### config.mk
export PLATFORM = sky130hd
export DESIGN_NAME = bliss_source_line_classifier_flat
export DESIGN_NICKNAME = d
export VERILOG_FILES = /design/src/sv/bslc_pkg.sv /design/src/sv/bslc_in_if.sv /design/src/sv/bslc_out_if.sv /design/src/sv/bslc_scan.sv /design/src/sv/bslc_line_count.sv /design/src/sv/bliss_source_line_classifier.sv /design/src/flat_wrapper.sv
export SDC_FILE = /design/constraint.sdc
export NUM_CORES = 1
export LEC_CHECK = 0
export ABC_AREA = 1
export BUFFER_PORTS_ARGS = -buffer_cell sky130_fd_sc_hd__buf_4
export CORE_ASPECT_RATIO = 1.75
export CORE_MARGIN = 4
export CORE_UTILIZATION = 40
export DETAILED_ROUTE_END_ITERATION = 16
export PLACE_DENSITY = 0.68
export REMOVE_ABC_BUFFERS = 1
export SLEW_MARGIN = 0
export SYNTH_ARGS = -nofsm -noshare
export SYNTH_HDL_FRONTEND = slang
export SYNTH_SLANG_ARGS = --single-unit
export TNS_END_PERCENT = 100
### constraint.sdc
create_clock -name clk -period 2.2 [get_ports clk]
set_clock_uncertainty 0.15 [all_clocks]
set_input_delay 0.44 -clock clk [delete_from_list [all_inputs] [get_ports clk]]
set_output_delay 0.44 -clock clk [all_outputs]
set_load 0.03 [all_outputs]
### src/sv/bslc_pkg.sv
// Package: types, character codes and widths shared by the source line classifier.
`timescale 1ns / 1ps
`default_nettype none
package bslc_pkg;

	// Widths of the payload fields and the default line counter width.
	localparam int CHAR_W          = 8;
	localparam int CLASS_W         = 2;
	localparam int LINE_NUMBER_W   = 32;
	localparam int LINE_COUNT_BITS = 32;

	// Character codes the scanner reacts to.
	localparam logic [CHAR_W-1:0] CH_BANG       = 8'h21;
	localparam logic [CHAR_W-1:0] CH_DOLLAR     = 8'h24;
	localparam logic [CHAR_W-1:0] CH_PERCENT    = 8'h25;
	localparam logic [CHAR_W-1:0] CH_QUOTE      = 8'h27;
	localparam logic [CHAR_W-1:0] CH_LPAREN     = 8'h28;
	localparam logic [CHAR_W-1:0] CH_RPAREN     = 8'h29;
	localparam logic [CHAR_W-1:0] CH_NEWLINE    = 8'h0A;
	localparam logic [CHAR_W-1:0] CH_SPACE      = 8'h20;
	localparam logic [CHAR_W-1:0] CH_UNDERSCORE = 8'h5F;
	localparam logic [CHAR_W-1:0] CH_TAB        = 8'h09;
	localparam logic [CHAR_W-1:0] CH_CR         = 8'h0D;
	localparam logic [CHAR_W-1:0] CH_DIGIT_0    = 8'h30;
	localparam logic [CHAR_W-1:0] CH_DIGIT_9    = 8'h39;
	localparam logic [CHAR_W-1:0] CH_UPPER_A    = 8'h41;
	localparam logic [CHAR_W-1:0] CH_UPPER_Z    = 8'h5A;
	localparam logic [CHAR_W-1:0] CH_LOWER_A    = 8'h61;
	localparam logic [CHAR_W-1:0] CH_LOWER_Z    = 8'h7A;

	// Lexical scan modes, one-hot.
	typedef enum logic [9:0] {
		MODE_START   = 10'b00_0000_0001,
		MODE_NAME    = 10'b00_0000_0010,
		MODE_NUMBER  = 10'b00_0000_0100,
		MODE_SPACE   = 10'b00_0000_1000,
		MODE_QUOTED  = 10'b00_0001_0000,
		MODE_TRAIL   = 10'b00_0010_0000,
		MODE_EMBED   = 10'b00_0100_0000,
		MODE_PERCENT = 10'b00_1000_0000,
		MODE_QCLOSE  = 10'b01_0000_0000,
		MODE_ECLOSE  = 10'b10_0000_0000
	} mode_t;

	// Scanner state held between bytes.
	typedef struct packed {
		mode_t mode;
		logic  code_seen;
		logic  comment_seen;
	} scan_state_t;

	// Outcome of scanning one byte: next state and an optional finished line.
	typedef struct packed {
		scan_state_t              next;
		logic                     emit;
		logic [CLASS_W-1:0]       line_class;
	} scan_res_t;

endpackage
`default_nettype wire

### src/sv/bslc_in_if.sv
// Interface: source byte channel with valid/ready handshake.
`timescale 1ns / 1ps
`default_nettype none
interface bslc_in_if;
	logic                        valid;
	logic                        ready;
	logic [bslc_pkg::CHAR_W-1:0] char_code;
	logic                        end_of_file;

	modport source (output valid, output char_code, output end_of_file, input ready);
	modport sink   (input valid, input char_code, input end_of_file, output ready);
endinterface
`default_nettype wire

### src/sv/bslc_out_if.sv
// Interface: line result channel with valid/ready handshake.
`timescale 1ns / 1ps
`default_nettype none
interface bslc_out_if;
	logic                               valid;
	logic                               ready;
	logic [bslc_pkg::CLASS_W-1:0]       line_class;
	logic [bslc_pkg::LINE_NUMBER_W-1:0] line_number;

	modport source (output valid, output line_class, output line_number, input ready);
	modport sink   (input valid, input line_class, input line_number, output ready);
endinterface
`default_nettype wire

### src/sv/bslc_scan.sv
// Module: next-state logic of the lexical scanner for one source byte.
`timescale 1ns / 1ps
`default_nettype none
module bslc_scan (
	input  wire logic [bslc_pkg::CHAR_W-1:0] char_code,
	input  wire bslc_pkg::scan_state_t       cur,
	output bslc_pkg::scan_res_t              res
);

	function automatic logic is_alpha(logic [bslc_pkg::CHAR_W-1:0] c);
		return c inside {[bslc_pkg::CH_UPPER_A:bslc_pkg::CH_UPPER_Z],
			[bslc_pkg::CH_LOWER_A:bslc_pkg::CH_LOWER_Z]};
	endfunction

	function automatic logic is_digit(logic [bslc_pkg::CHAR_W-1:0] c);
		return c inside {[bslc_pkg::CH_DIGIT_0:bslc_pkg::CH_DIGIT_9]};
	endfunction

	function automatic logic is_space(logic [bslc_pkg::CHAR_W-1:0] c);
		return c inside {bslc_pkg::CH_SPACE, [bslc_pkg::CH_TAB:bslc_pkg::CH_CR]};
	endfunction

	function automatic logic is_name_start(logic [bslc_pkg::CHAR_W-1:0] c);
		return is_alpha(c) || (c == bslc_pkg::CH_UNDERSCORE) || (c == bslc_pkg::CH_DOLLAR);
	endfunction

	// Result that keeps the given flags and mode, with no finished line.
	function automatic bslc_pkg::scan_res_t hold(bslc_pkg::mode_t m, logic code, logic comm);
		bslc_pkg::scan_res_t r;
		r.next.mode         = m;
		r.next.code_seen    = code;
		r.next.comment_seen = comm;
		r.emit              = 1'b0;
		r.line_class        = {comm, code};
		return r;
	endfunction

	// Result that closes the current line and clears both flags.
	function automatic bslc_pkg::scan_res_t finish(bslc_pkg::mode_t m, logic code, logic comm);
		bslc_pkg::scan_res_t r;
		r.next.mode         = m;
		r.next.code_seen    = 1'b0;
		r.next.comment_seen = 1'b0;
		r.emit              = 1'b1;
		r.line_class        = {comm, code};
		return r;
	endfunction

	// Classification of a byte from the start mode.
	function automatic bslc_pkg::scan_res_t from_start(logic [bslc_pkg::CHAR_W-1:0] c,
			logic code, logic comm);
		bslc_pkg::scan_res_t r;
		if (is_name_start(c)) begin
			r = hold(bslc_pkg::MODE_NAME, 1'b1, comm);
		end else if (is_digit(c)) begin
			r = hold(bslc_pkg::MODE_NUMBER, 1'b1, comm);
		end else if (is_space(c)) begin
			if (c == bslc_pkg::CH_NEWLINE) begin
				r = finish(bslc_pkg::MODE_SPACE, code, comm);
			end else begin
				r = hold(bslc_pkg::MODE_SPACE, code, comm);
			end
		end else if (c == bslc_pkg::CH_QUOTE) begin
			r = hold(bslc_pkg::MODE_QUOTED, 1'b1, comm);
		end else if (c == bslc_pkg::CH_BANG) begin
			r = hold(bslc_pkg::MODE_TRAIL, code, 1'b1);
		end else if (c == bslc_pkg::CH_PERCENT) begin
			r = hold(bslc_pkg::MODE_PERCENT, code, comm);
		end else begin
			r = hold(bslc_pkg::MODE_START, 1'b1, comm);
		end
		return r;
	endfunction

	// Handling of a byte inside an embedded comment.
	function automatic bslc_pkg::scan_res_t from_embed(logic [bslc_pkg::CHAR_W-1:0] c,
			logic code, logic comm);
		bslc_pkg::scan_res_t r;
		if (c == bslc_pkg::CH_RPAREN) begin
			r = hold(bslc_pkg::MODE_ECLOSE, code, 1'b1);
		end else if (c == bslc_pkg::CH_NEWLINE) begin
			r = finish(bslc_pkg::MODE_EMBED, code, comm);
		end else begin
			r = hold(bslc_pkg::MODE_EMBED, code, 1'b1);
		end
		return r;
	endfunction

	// A byte that ends a token is handed on to the mode that follows, in the same cycle.
	always_comb begin
		case (cur.mode)
			bslc_pkg::MODE_START: begin
				res = from_start(char_code, cur.code_seen, cur.comment_seen);
			end
			bslc_pkg::MODE_NAME: begin
				if (is_name_start(char_code) || is_digit(char_code)) begin
					res = hold(bslc_pkg::MODE_NAME, 1'b1, cur.comment_seen);
				end else begin
					res = from_start(char_code, cur.code_seen, cur.comment_seen);
				end
			end
			bslc_pkg::MODE_NUMBER: begin
				if (is_digit(char_code)) begin
					res = hold(bslc_pkg::MODE_NUMBER, 1'b1, cur.comment_seen);
				end else begin
					res = from_start(char_code, cur.code_seen, cur.comment_seen);
				end
			end
			bslc_pkg::MODE_SPACE: begin
				if (char_code == bslc_pkg::CH_NEWLINE) begin
					res = finish(bslc_pkg::MODE_SPACE, cur.code_seen, cur.comment_seen);
				end else if (is_space(char_code)) begin
					res = hold(bslc_pkg::MODE_SPACE, cur.code_seen, cur.comment_seen);
				end else begin
					res = from_start(char_code, cur.code_seen, cur.comment_seen);
				end
			end
			bslc_pkg::MODE_QUOTED: begin
				if (char_code == bslc_pkg::CH_QUOTE) begin
					res = hold(bslc_pkg::MODE_QCLOSE, 1'b1, cur.comment_seen);
				end else if (char_code == bslc_pkg::CH_NEWLINE) begin
					res = finish(bslc_pkg::MODE_QUOTED, cur.code_seen, cur.comment_seen);
				end else begin
					res = hold(bslc_pkg::MODE_QUOTED, 1'b1, cur.comment_seen);
				end
			end
			bslc_pkg::MODE_QCLOSE: begin
				// A doubled quote stands for one quote and the literal goes on.
				if (char_code == bslc_pkg::CH_QUOTE) begin
					res = hold(bslc_pkg::MODE_QUOTED, 1'b1, cur.comment_seen);
				end else begin
					res = from_start(char_code, cur.code_seen, cur.comment_seen);
				end
			end
			bslc_pkg::MODE_TRAIL: begin
				if (char_code == bslc_pkg::CH_NEWLINE) begin
					res = finish(bslc_pkg::MODE_START, cur.code_seen, cur.comment_seen);
				end else begin
					res = hold(bslc_pkg::MODE_TRAIL, cur.code_seen, 1'b1);
				end
			end
			bslc_pkg::MODE_EMBED: begin
				res = from_embed(char_code, cur.code_seen, cur.comment_seen);
			end
			bslc_pkg::MODE_ECLOSE: begin
				if (char_code == bslc_pkg::CH_PERCENT) begin
					res = hold(bslc_pkg::MODE_START, cur.code_seen, 1'b1);
				end else begin
					res = from_embed(char_code, cur.code_seen, cur.comment_seen);
				end
			end
			bslc_pkg::MODE_PERCENT: begin
				// After a percent, an open paren opens a comment and a name or digit begins a name.
				if (char_code == bslc_pkg::CH_LPAREN) begin
					res = hold(bslc_pkg::MODE_EMBED, cur.code_seen, 1'b1);
				end else if (is_name_start(char_code) || is_digit(char_code)) begin
					res = hold(bslc_pkg::MODE_NAME, 1'b1, cur.comment_seen);
				end else begin
					res = from_start(char_code, 1'b1, cur.comment_seen);
				end
			end
			default: begin
				res = from_start(char_code, cur.code_seen, cur.comment_seen);
			end
		endcase
	end

endmodule
`default_nettype wire

### src/sv/bslc_line_count.sv
// Module: saturating count of finished lines and the reported line number.
`timescale 1ns / 1ps
`default_nettype none
module bslc_line_count #(
	parameter int LINE_COUNT_BITS = bslc_pkg::LINE_COUNT_BITS
) (
	input  wire logic                               clk,
	input  wire logic                               arst_n,
	input  wire logic                               inc,
	input  wire logic                               clr,
	output logic [bslc_pkg::LINE_NUMBER_W-1:0]      line_number
);

	localparam int EXT_W = (LINE_COUNT_BITS > bslc_pkg::LINE_NUMBER_W) ?
		LINE_COUNT_BITS : bslc_pkg::LINE_NUMBER_W;

	logic [LINE_COUNT_BITS-1:0] count_q;
	logic [LINE_COUNT_BITS-1:0] count_next;
	logic [EXT_W-1:0]           count_ext;

	// The count stops at its maximum.
	assign count_next = (&count_q) ? count_q : count_q + LINE_COUNT_BITS'(1);

	// The number of the line being finished, clipped to the field width.
	assign count_ext   = EXT_W'(count_next);
	assign line_number = (count_ext > EXT_W'({bslc_pkg::LINE_NUMBER_W{1'b1}})) ?
		{bslc_pkg::LINE_NUMBER_W{1'b1}} : count_ext[bslc_pkg::LINE_NUMBER_W-1:0];

	// Counter register; the end marker clears it.
	always_ff @(posedge clk or negedge arst_n) begin
		if (!arst_n) begin
			count_q <= '0;
		end else if (clr) begin
			count_q <= '0;
		end else if (inc) begin
			count_q <= count_next;
		end
	end

endmodule
`default_nettype wire

### src/sv/bliss_source_line_classifier.sv
// A byte accepted into the input register is scanned from there, and the line that it finishes
// is written into the result register when the scan advances.
// Throughput: one byte per cycle while no result waits, set by the scanner state update.
// A waiting result stalls scanning; the input register still holds up to one byte meanwhile.
// Reset: arst_n clears scanner mode, flags, line count and both valid flags at once.
`timescale 1ns / 1ps
`default_nettype none
module bliss_source_line_classifier #(
	parameter int LINE_COUNT_BITS = bslc_pkg::LINE_COUNT_BITS
) (
	input wire logic  clk,
	input wire logic  arst_n,
	bslc_in_if.sink   bytes,
	bslc_out_if.source lines
);

	logic                              valid_s1;
	logic [bslc_pkg::CHAR_W-1:0]       char_s1;
	logic                              eof_s1;
	bslc_pkg::scan_state_t             state_q;
	bslc_pkg::scan_res_t               res;
	logic                              advance;
	logic                              emit;
	logic [bslc_pkg::LINE_NUMBER_W-1:0] number_next;
	logic                              out_valid_q;
	logic [bslc_pkg::CLASS_W-1:0]      class_q;
	logic [bslc_pkg::LINE_NUMBER_W-1:0] number_q;

	// The held byte is scanned when the result register can take a line.
	assign advance     = valid_s1 && (!out_valid_q || lines.ready);
	assign bytes.ready = !valid_s1 || advance;
	assign emit        = advance && !eof_s1 && res.emit;

	// Input register control.
	always_ff @(posedge clk or negedge arst_n) begin
		if (!arst_n) begin
			valid_s1 <= 1'b0;
		end else if (bytes.ready) begin
			valid_s1 <= bytes.valid;
		end
	end

	// Input register payload.
	always_ff @(posedge clk) begin
		if (bytes.ready && bytes.valid) begin
			char_s1 <= bytes.char_code;
			eof_s1  <= bytes.end_of_file;
		end
	end

	bslc_scan u_scan (
		.char_code (char_s1),
		.cur       (state_q),
		.res       (res)
	);

	bslc_line_count #(
		.LINE_COUNT_BITS (LINE_COUNT_BITS)
	) u_line_count (
		.clk         (clk),
		.arst_n      (arst_n),
		.inc         (emit),
		.clr         (advance && eof_s1),
		.line_number (number_next)
	);

	// Scanner state; the end marker returns it to the start.
	always_ff @(posedge clk or negedge arst_n) begin
		if (!arst_n) begin
			state_q.mode         <= bslc_pkg::MODE_START;
			state_q.code_seen    <= 1'b0;
			state_q.comment_seen <= 1'b0;
		end else if (advance) begin
			if (eof_s1) begin
				state_q.mode         <= bslc_pkg::MODE_START;
				state_q.code_seen    <= 1'b0;
				state_q.comment_seen <= 1'b0;
			end else begin
				state_q <= res.next;
			end
		end
	end

	// Result register control.
	always_ff @(posedge clk or negedge arst_n) begin
		if (!arst_n) begin
			out_valid_q <= 1'b0;
		end else if (emit) begin
			out_valid_q <= 1'b1;
		end else if (lines.ready) begin
			out_valid_q <= 1'b0;
		end
	end

	// Result register payload.
	always_ff @(posedge clk) begin
		if (emit) begin
			class_q  <= res.line_class;
			number_q <= number_next;
		end
	end

	assign lines.valid       = out_valid_q;
	assign lines.line_class  = class_q;
	assign lines.line_number = number_q;

endmodule
`default_nettype wire

### src/flat_wrapper.sv
// flat-port wrapper written by rule: the top's interface ports become plain ports
module bliss_source_line_classifier_flat 
#(
	parameter int LINE_COUNT_BITS = bslc_pkg::LINE_COUNT_BITS
)
  (clk, arst_n, bytes_valid, bytes_char_code, bytes_end_of_file, bytes_ready, lines_valid, lines_line_class, lines_line_number, lines_ready);
  bslc_in_if bytes_i ();
  bslc_out_if lines_i ();
  input wire logic clk;
  input wire logic arst_n;
  input wire logic [$bits(bytes_i.valid)-1:0] bytes_valid;
  input wire logic [$bits(bytes_i.char_code)-1:0] bytes_char_code;
  input wire logic [$bits(bytes_i.end_of_file)-1:0] bytes_end_of_file;
  output wire logic [$bits(bytes_i.ready)-1:0] bytes_ready;
  output wire logic [$bits(lines_i.valid)-1:0] lines_valid;
  output wire logic [$bits(lines_i.line_class)-1:0] lines_line_class;
  output wire logic [$bits(lines_i.line_number)-1:0] lines_line_number;
  input wire logic [$bits(lines_i.ready)-1:0] lines_ready;
  assign bytes_i.valid = bytes_valid;
  assign bytes_i.char_code = bytes_char_code;
  assign bytes_i.end_of_file = bytes_end_of_file;
  assign bytes_ready = bytes_i.ready;
  assign lines_valid = lines_i.valid;
  assign lines_line_class = lines_i.line_class;
  assign lines_line_number = lines_i.line_number;
  assign lines_i.ready = lines_ready;
  bliss_source_line_classifier #(.LINE_COUNT_BITS(LINE_COUNT_BITS)) u_core (.clk(clk), .arst_n(arst_n), .bytes(bytes_i), .lines(lines_i));
endmodule
* After elaboration in Yosys (flattened, before gate mapping)
Cells that the tools add are included.
Word-level totals: logic and storage cells 122, input bits 13, output and inout bits 36, register bits after elaboration 89
Cells by class: reduce and logical (&&, ||, !) cells 24, mux-type cells 40, eq/ne operators 38, order comparisons 9, add/subtract/negate cells 1
Operators with widths (number):
- $mux 15 | 22
- $pmux 15 s9 | 1
- $mux 32 | 3
- $mux 13 | 5
- $eq 8x6->1 const B | 7
- $ne 3x2->1 const B | 11
- $add 32x1->32 const B | 1
- $gt 32x32->1 const B | 1
- $reduce_and 32->1 | 1
- $ne 4x3->1 const B | 6
- $mux 5 | 4
- $reduce_and 18->1 | 1
- $ge 8x7->1 const B | 2
- $le 8x7->1 const B | 2
- $ne 5x4->1 const B | 3
- $mux 14 | 1
- $mux 12 | 1
- $mux 11 | 1
- $eq 10x10->1 const B | 1
- $eq 10x2->1 const B | 1
- $eq 10x3->1 const B | 1
- $eq 10x4->1 const B | 1
- $eq 10x5->1 const B | 1
- $eq 10x6->1 const B | 1
- 15 further kinds | 33

* Longest topological paths before layout
Gate-level depths: netlist of the first run.
depth in word-level cells 13, gate-level depth with buffers 15, mapped depth without buffers 15

* Cells and area by module
A second synthesis of the first run with hierarchy kept.
Second synthesis, totals: cell total of the unflattened synthesis 810, area, all modules 5846.9 um2
By module, submodules not included:
- bslc_line_count | cells each 386, seq. area each 800.8 um2, area an instance 2464.9 um2, times used 1
- bliss_source_line_classifier | cells each 133, seq. area each 1642.8 um2, area an instance 1960.6 um2, times used 1
- bslc_scan | cells each 291, seq. area each 0.0 um2, area an instance 1421.4 um2, times used 1

* Least setup slack after synthesis of the first run
Ideal clock, no wire load.
path type reg-to-reg, from reg u_core.out_valid_q (netlist: u_core.lines.valid), to reg u_core.class_q, in the netlist u_core.lines.line_class[0], enable pin, path buffers 2, setup slack -130 ps, clock period less this slack 2330 ps, required time 1672 ps, setup time 378 ps, arrival time 1802 ps, stages on the path, launching flop included 8, cell sequence dfrtp_1 nand2_1 nand2_2 nor2_2 inv_1 nor2_4 buf_6 buf_2
Between the ends: longest elaborated chain between the ends 5
Ends and longest elaborated chain:
- from (decl) | line bliss_source_line_classifier.sv:25 | logic out_valid_q;
- from (signal assigned) | line bliss_source_line_classifier.sv:87 | out_valid_q <= 1'b0;
- from (signal assigned) | line bliss_source_line_classifier.sv:89 | out_valid_q <= 1'b1;
- from (signal assigned) | line bliss_source_line_classifier.sv:91 | out_valid_q <= 1'b0;
- $logic_not 1->1 | line bliss_source_line_classifier.sv:30 | assign advance = valid_s1 && (!out_valid_q || lines.ready);
- $logic_or 1x1->1 | line bliss_source_line_classifier.sv:30
- $logic_and 1x1->1 | line bliss_source_line_classifier.sv:30
- $logic_and 1x1->1 (2 in series) | line bliss_source_line_classifier.sv:32 | assign emit = advance && !eof_s1 && res.emit;
- net u_core.emit | line bliss_source_line_classifier.sv:23 | logic emit;
- to (signal assigned) | line bliss_source_line_classifier.sv:98 | class_q <= res.line_class;
- to (decl) | line bliss_source_line_classifier.sv:26 | logic [bslc_pkg::CLASS_W-1:0] class_q;
The timed path passes the listed nets, and every way through them passes these cells. A chain may end at the register's enable or synchronous reset.

* Worst setup path in the final report of the first run
from reg u_core.state_q[8] (netlist bit), to reg u_core.state_q[0] (netlist bit)
Between the ends: longest elaborated chain between the ends 3, elaborated cells between the ends (all ways) 29, classes of those cells eq/ne: 26; mux: 2; reduce/logical: 1
Ends and longest elaborated chain:
- from (decl) | line bliss_source_line_classifier.sv:20 | bslc_pkg::scan_state_t state_q;
- from (signal assigned) | line bliss_source_line_classifier.sv:79 | state_q <= res.next;
- $eq 10x8->1, or another cell as far along | line bslc_scan.sv:91 | case (cur.mode)
- $ne 5x4->1 (no line), or another cell as far along
- $reduce_and 18->1 (no line) / $mux 12 (equally long branches)
Several ways; a longest one is shown, not always the timed one.

==> results of run 1 <==
-- final cells by class --
class / instances / area, um2 / share of cell area [%]
multi-input cells: 498 / 2590 / 37.5
flip-flops and latches: 89 / 2450 / 35.3
repair buffers: 130 / 995 / 14.4
inverters: 105 / 399 / 5.76
clock buffers: 9 / 225 / 3.25
well taps: 171 / 214 / 3.09
clock inverters: 7 / 51.3 / 0.741
-- repair_timing --
action | in CTS | in global routing
pin swaps | 0 | 12
resized for setup | 1 | 42
setup buffers | 0 | 15
hold buffers | 1 | 0
hold endpoints to repair | 18 | 0
gates cloned | 0 | 0
setup endpoints to repair | 1 | 58
-- routing by layer --
metal	GRT usage (%)	wire, um	part of all wire, %	vias to the layer above
met5	0	0	0	-
met4	16.3	1280	7.5	0
met3	2.59	715	4.2	87
met2	41.1	9400	55	232
met1	21.3	5630	33	2445
li1	-	-	-	2566
-- kinds of logic (layout without fill, tap and decap cells) --
kind of cell,count (synthesis),after routing,synth area share [%]
XOR/XNOR,28,28,4.54
AO/OA/AOI/OAI,83,83,8.53
adder cells (fa/ha/maj),1,1,0.232
buffers and inverters,118,251,8.87
flip-flops,89,89,45.3
AND/OR/NAND/NOR,386,386,32.6
-- placed cells by master, fill, tap and decap left out, types with 9 or more instances in the layout --
cell and count:
buf_4 127, nor2_1 57, edfxtp_1 43, clkbuf_16 9, nand3_1 39, nand2_2 9
nand2_1 176, inv_1 93, a21oi_1 12, nor3_1 37, xor2_1 27, inv_2 10
nor2_2 19, nor2_4 9, o21ai_1 15, o21ai_0 31, nand4_1 17, dfrtp_1 43
-- worst min path at each step --
stage	from	to	cells past startpoint
after global routing	bytes_char_code[5]	u_core.char_s1[5]	1
final	bytes_char_code[0]	u_core.char_s1[0]	1
after detailed placement	arst_n	u_core.state_q[8]	1
after CTS	bytes_char_code[5]	u_core.char_s1[5]	1
after floorplan	arst_n	u_core.lines.valid	0
after global placement	arst_n	u_core.state_q[9]	1
-- where the power goes --
group          internal (mW)  switching (mW)  total [mW]
logic                  0.131           0.212       0.343
clock network          0.777           0.695        1.47
registers               1.77          0.0361        1.80
-- sequential cells by signal, indices dropped and copies added, names as in the netlist --
register / cells
u_core.eof_s1: 1
u_core.lines.line_number: 32
u_core.lines.valid: 1
u_core.state_q: 12
u_core.char_s1: 8
u_core.valid_s1: 1
u_core.lines.line_class: 2
u_core.u_line_count.count_q: 32
-- through the flow --
step	power [mW]	worst slack [ps]	util, %	setup TNS [ps]	std cells
global placement	2.13	-85.5	49.0	-85.5	977
floorplan	1.99	-549	-	-27650	692
detailed placement	2.13	-87.6	49.0	-87.6	977
global route	3.73	-110	53.0	-174	1009
CTS	3.60	24.0	51.2	0	994
finish	3.62	35.2	53.0	0	1009
==> flow_summary.json, run 1 <==
{
  "worstPathCellList": "nor2_4 -> nand2_2 -> inv_2 -> buf_4 -> nand4_1 -> nand2_1 -> nor3_1 -> nor2_1 -> nand2_1 -> nand3_2 -> inv_1 -> nand2_1 -> nand2_1",
  "drc": 0,
  "drt-wirelength-per-cell_um": 16.9,
  "vdd_drop_max_v": 0.000376,
  "yosysTopAreaCell": "edfxtp_1",
  "rows": 55,
  "dpl_cell_area_um2": 6400,
  "synthesis.area_um2": 5400,
  "relSlewSlack_pct": 57.2,
  "viasPerCell": 5.28,
  "hold_class": "in -> reg",
  "crit_buf_inv": 3,
  "clk_pin_slew_ps": 70,
  "ys_ff_latch": 89,
  "worst_pin_slew_ps": 642,
  "nNetsFinal": 847,
  "fillCellCount": 1250,
  "die_h_um": 162,
  "fin_area_um2": 6930,
  "grt_max_degree": 47,
  "gp_congestion": 1.03,
  "ys_types": 39,
  "start_kind": "flip-flop",
  "track_usage_pct": 22.1,
  "clock_sinks": 89,
  "dr.pass1.iters": 6,
  "grt_pass1_vias": 5304,
  "yosysTopAreaCellShare_pct": 23.9,
  "io_pins": 49,
  "ant_nets": 0,
  "grt_pass1_wl_mm": 25.9,
  "crit_top_cell": "nand2_1",
  "cts.htree.levels": 3,
  "cts_buffers": 9,
  "reg2reg_from": "u_core.state_q[8]",
  "ys.flop_type": "dfrtp_1",
  "r2r-end": "u_core.state_q[0]",
  "final_hold_viol_count": 0,
  "p_leak_nw": 3.28,
  "cp_slowest_cell": "dfrtp_2",
  "core_um2": 13100,
  "critical_path_required_ps": 2280,
  "ys_async_sr_fraction_pct": 51.7,
  "path_delay_family": "simple AND/OR/NAND/NOR gates",
  "startpoint": "u_core.state_q[8]",
  "synth-edff-count": 43,
  "r2r_cells": 13,
  "worstSetupPathType": "reg -> reg",
  "arrival_ps": 2250,
  "syn_inst": 705,
  "cts_root_buf": "clkbuf_16",
  "antenna_found_initial": 0,
  "outcome": "complete, no violations",
  "yosysWarnings": 0,
  "synth.most_common_cell": "nand2_1",
  "vias": 5330,
  "die_area_um2": 15500,
  "cap_violations": 0,
  "hpwl_mm": 13.0,
  "slowest_delay_ps": 450,
  "fmax_mhz": 462,
  "clock_path_buffers": 2,
  "synthTopCellsByArea": "edfxtp_1 (24%), dfrtp_1 (21%), nand2_1 (13%)",
  "die_w_um": 95.8,
  "postSynthAreaPerCell_um2": 7.66,
  "critical_path.endpoint": "u_core.state_q[0]",
  "cp.depth": 13,
  "layout-drive-gt1-share_pct": 26.0,
  "powerDensity_nw_per_um2": 522,
  "setup_viol": 0,
  "port_buffers": 48,
  "timing.hold.ws_ps": 120,
  "drv_slew": 0,
  "wirelength_mm": 17.0,
  "fin_crit_sh_pct": 98.4,
  "seq_area_frac_synth_pct": 45.3,
  "initial_core_util_pct": 41.3,
  "drt_iter0_markers": 262,
  "r2r_slack_ps": 40,
  "grt_setup_unrepaired": "true",
  "end_kind": "flip-flop",
  "antenna_cells": 0,
  "grt_overflow": 0,
  "min_period_ps": 2160,
  "area_growth_pct": 28.2,
  "crit_fanout": 5,
  "ys_top_cells_by_count": "nand2_1 (180), inv_1 (95), nor2_1 (70)",
  "clk_latency_ps": 340,
  "cts_tree": "yes"
}
No activity file was read; power rests on OpenSTA's default activity.
==> run 2, diff against run 1 <==
SETUP_SLACK_MARGIN = 0.4   (was unset)
==> flow_summary.json, run 2 (synthesized netlist as in run 1, its figures left out) <==
{
  "violations": "setup timing",
  "relSlewSlack_pct": 54.9,
  "antenna_cells": 0,
  "hold_class": "in -> reg",
  "end_kind": "flip-flop",
  "io_pins": 49,
  "worstSetupPathType": "reg -> reg",
  "grt_overflow": 0,
  "met1_usage_pct": 30.5,
  "worst_pin_slew_ps": 677,
  "cts_tree": "yes",
  "cap_violations": 0,
  "drt-wirelength-per-cell_um": 24.7,
  "start_kind": "flip-flop",
  "total_power_mw": 3.83,
  "wirelength_mm": 27.5,
  "drv_slew": 0,
  "outcome": "finished, violations left",
  "final_util_pct": 71.7,
  "final_cell_mix": "buf_4 (167), nand2_1 (112), inv_1 (74)",
  "cts.htree.levels": 3,
  "grt_max_degree": 47,
  "port_buffers": 48,
  "worstPathCellList": "nor2_4 -> nand2_1 -> nor2_1 -> nand3_1 -> nor2_1 -> nand3_2 -> o21ai_1 -> inv_1 -> nand4_1 -> nand3_1 -> o21ai_1",
  "viasPerCell": 5.99,
  "rows": 55,
  "fin_area_um2": 9380,
  "hpwl_mm": 13.0,
  "clk_latency_ps": 360,
  "slowest_delay_ps": 450,
  "setup_viol": 53,
  "grt.met3_usage_pct": 4.91,
  "cts_root_buf": "clkbuf_16",
  "critical_path_required_ps": 2320,
  "ant_nets": 0,
  "vias": 6673,
  "die_w_um": 95.8,
  "finalSetupTns_ps": -3090,
  "antenna_found_initial": 0,
  "die_area_um2": 15500,
  "final_cells": 1114,
  "cp_slowest_cell": "dfrtp_1",
  "final_common_cell": "buf_4",
  "drc": 0,
  "core_um2": 13100,
  "final_hold_viol_count": 0,
  "met2_usage_pct": 54.4,
  "track_usage_pct": 31.0,
  "grt.busiest_layer": "met2",
  "initial_core_util_pct": 41.3,
  "fin_crit_sh_pct": 108,
  "worst_slack_ps": -166,
  "area_growth_pct": 73.7,
  "gp_congestion": 1.03,
  "dpl_cell_area_um2": 6400,
  "drt_iter0_markers": 714,
  "clock_path_buffers": 2,
  "arrival_ps": 2480,
  "cts_buffers": 9,
  "die_h_um": 162,
  "powerDensity_nw_per_um2": 408,
  "fmax_mhz": 423,
  "layout-drive-gt1-share_pct": 52.9,
  "dp_cells": 977,
  "grt_pass1_vias": 6453,
  "grt_pass1_wl_mm": 35.4,
  "vdd_drop_max_v": 0.000469,
  "p_leak_nw": 4.51,
  "min_period_ps": 2370,
  "nNetsFinal": 952,
  "clock_sinks": 89,
  "grt_setup_unrepaired": "true",
  "clk_pin_slew_ps": 70,
  "dr.pass1.iters": 6,
  "crit_fanout": 6
}
-- run 2: cell count changes in the layout (fill, tap and decap cells not counted), moves of 19 or more --
cell,before,now
nand2_4,3,30
nand2_2,9,44
nor3_1,37,13
nand2_1,176,112
buf_6,1,42
buf_4,127,167
inv_1,93,74
o21ai_0,31,8
-- run 2: final cells by class --
| type | instances | area [um2] |
|---|---|---|
| clock buffer | 9 | 225 |
| clock inverter | 7 | 51.3 |
| fill | 839 | 3690 |
| inverter | 105 | 430 |
| multi-input combinational | 499 | 3740 |
| sequential | 89 | 2450 |
| tap | 171 | 214 |
| timing repair buffer | 234 | 2270 |
-- run 2: report_power, final --
group	internal, mW	total, mW	switching (mW)	leakage [nW]
sequential	1.77	1.80	0.0371	1.03
clock	0.779	1.54	0.761	0.136
combinational	0.192	0.483	0.291	3.34
-- run 2: per-stage QoR --
stage               worst slack (ps)  hold WS [ps]
finish                          -166           108
global route                    -238           106
CTS                              165           112
detailed placement             -87.6           356
global placement               -85.5           342
floorplan                       -549         -5.59
-- run 2: worst paths after layout --
path                       cells past startpoint                             from  slack [ps]                              end
min in group asynchronous                      2                           arst_n         520                u_core.state_q[7]
setup reg to reg                              11                u_core.state_q[3]        -170                u_core.state_q[1]
hold reg to reg                                2  u_core.u_line_count.count_q[28]         410  u_core.u_line_count.count_q[28]
max in group asynchronous                      2                           arst_n         880  u_core.u_line_count.count_q[13]
setup / recovery                              11                u_core.state_q[3]        -170                u_core.state_q[1]
hold / removal                                 1               bytes_char_code[5]         110                u_core.char_s1[5]
-- run 2: repair_timing --
item,CTS,global route
hold endpoints to repair,18,0
gates cloned,10,1
hold buffers,1,0
gates resized for setup,249,158
pin swaps,70,63
setup buffers,82,27
endpoints found under the setup margin,111,113
-- run 2: worst max-delay path, delay by kind of cell (launching register included) --
kind                   cells  cell delay (ps)
AOI/OAI and AO/OA          2              260
buffers and inverters      1               90
DFF                        1              450
and+or+nand+nor            8             1330
-- run 2: routing by layer --
layer  part of all wire [%]  routed length [um]  vias up
met2                     50               13600      523
met3                    9.0                2480      261
li1                       -                   -     2773
met4                     12                3360        0
met5                      0                   0        -
met1                     29                8040     3116
==> run 3, diff against run 2 <==
REMOVE_ABC_BUFFERS = unset   (was 1)
==> flow_summary.json, run 3 (synthesized netlist as in run 1, its figures left out) <==
{
  "outcome": "finished, violations left",
  "violations": "hold timing, setup timing",
  "ant_nets": 0,
  "relSlewSlack_pct": 54.5,
  "seq_area_um2": 2450,
  "p_int_mw": 2.93,
  "grt.busiest_layer": "met2",
  "cts_buffers": 9,
  "initial_core_util_pct": 41.3,
  "pwr-share-clk_pct": 42.5,
  "cap_violations": 0,
  "drt_iter0_markers": 450,
  "final_common_cell": "buf_4",
  "setup_viol": 3,
  "clock_path_buffers": 2,
  "multiInputGateArea_um2": 3500,
  "drc": 0,
  "rows": 55,
  "met1_usage_pct": 25.3,
  "antenna_found_initial": 0,
  "syn_nets": 719,
  "p_leak_nw": 4.29,
  "fillCellCount": 967,
  "die_w_um": 95.8,
  "postCtsHoldBufs": 0,
  "io_pins": 49,
  "antenna_cells": 0,
  "grt_max_degree": 47,
  "critical_path_required_ps": 2310,
  "grt_pass1_vias": 6171,
  "vias": 6164,
  "final_cell_mix": "buf_4 (143), nand2_1 (117), inv_1 (77)",
  "powerDensity_nw_per_um2": 437,
  "end_kind": "flip-flop",
  "gp_congestion": 0.967,
  "track_usage_pct": 27.3,
  "hpwl_mm": 13.4,
  "post-place-ws_ps": -144,
  "hold_class": "in -> async",
  "wirelength_mm": 22.8,
  "clk_pin_slew_ps": 70,
  "cts_root_buf": "clkbuf_16",
  "layout-drive-gt1-share_pct": 48.1,
  "timing.hold.ws_ps": -48.8,
  "r2r-end": "u_core.u_line_count.count_q[1]",
  "worst_pin_slew_ps": 683,
  "final_hold_viol_count": 23,
  "clk_latency_ps": 350,
  "r2r_slack_ps": -60,
  "worst_slack_ps": -57.2,
  "clock_sinks": 89,
  "grt_setup_unrepaired": "true",
  "cts.htree.levels": 3,
  "arrival_ps": 2370,
  "min_period_ps": 2260,
  "fin_crit_sh_pct": 103,
  "met2_usage_pct": 49.9,
  "pwr-share-comb_pct": 11.4,
  "crit_fanout": 8,
  "cts_tree": "yes",
  "viasPerCell": 5.71,
  "power_frac_seq_pct": 46.1,
  "start_kind": "flip-flop",
  "r2r_cells": 10,
  "drt-wirelength-per-cell_um": 21.1,
  "grt_pass1_wl_mm": 31.6,
  "die_h_um": 162,
  "vdd_drop_max_v": 0.000686,
  "finalSetupTns_ps": -78.0,
  "nNetsFinal": 918,
  "grt_overflow": 0,
  "drv_slew": 0,
  "switching_share_pct": 24.8,
  "area_growth_pct": 65.0,
  "power_switching_mw": 0.967,
  "worstSetupPathType": "reg -> reg",
  "port_buffers": 48,
  "dr.pass1.iters": 6,
  "die_area_um2": 15500,
  "core_um2": 13100,
  "fmax_mhz": 443,
  "reg2reg_from": "u_core.u_line_count.count_q[10]",
  "grt.met3_usage_pct": 4.31
}
[run 3: power by group through the flow]
stage	clock, mW	sequential (mW)	combinational, mW
detailed placement	0	1.83	0.303
floorplan	0	1.83	0.183
global route	1.75	1.80	0.473
global placement	0	1.83	0.302
CTS	1.67	1.80	0.411
finish	1.66	1.80	0.444
[run 3: how the worst max path moves through the flow]
| stage | start | end | slack (ps) | cells after the start |
|---|---|---|---|---|
| after global routing | u_core.u_line_count.count_q[10] | u_core.u_line_count.count_q[1] | -120 | 10 |
| after detailed placement | u_core.char_s1[2] | u_core.state_q[4] | -140 | 10 |
| after CTS | u_core.state_q[11] | u_core.state_q[6] | 150 | 13 |
| after floorplan | u_core.u_line_count.count_q[1] | u_core.lines.line_number[1] | 360 | 9 |
| final | u_core.u_line_count.count_q[10] | u_core.u_line_count.count_q[1] | -60 | 10 |
| after global placement | u_core.char_s1[2] | u_core.state_q[4] | -170 | 10 |
[run 3: repair_timing]
action / CTS / global route
endpoints found under the setup margin: 110 / 113
endpoints found under the hold margin: 0 / 0
pin swaps: 55 / 72
gates cloned: 9 / 2
gates resized for setup: 158 / 164
buffers inserted: 67 / 24
[run 3: per-stage QoR]
step	utilization (%)	cells	power, mW	instance area [um2]
6_report	68.1	1080	3.90	8910
5_1_grt	68.1	1080	4.02	8910
4_1_cts	61.9	1054	3.88	8100
3_5_place_dp	49.0	962	2.14	6410
3_3_place_gp	49.0	962	2.13	6410
2_1_floorplan	-	705	2.01	5520
[run 3: final cells by class]
class                           instances  share of cell area, %
Clock inverter                          6                  0.927
Sequential cell                        89                   27.5
Inverter                              105                   4.96
Timing Repair Buffer                  201                   22.3
Tap cell                              171                   2.40
Clock buffer                           10                   2.57
Multi-Input combinational cell        498                   39.3
[run 3: routing by layer]
layer	vias to the layer above	routed length, um
li1	2713	-
met1	2987	7100
met2	317	12400
met3	147	1090
met4	0	2250
met5	-	0
[run 3: worst max-delay path, stage by stage (launching register included)]
cell     delay, ps
dfrtp_1        490
nand2_1        200
nor2_2         170
nand2_1        110
nor2_4         140
nand4_1        230
buf_6          240
buf_12         160
nand2_4         60
o21ai_2         60
o22ai_1        150
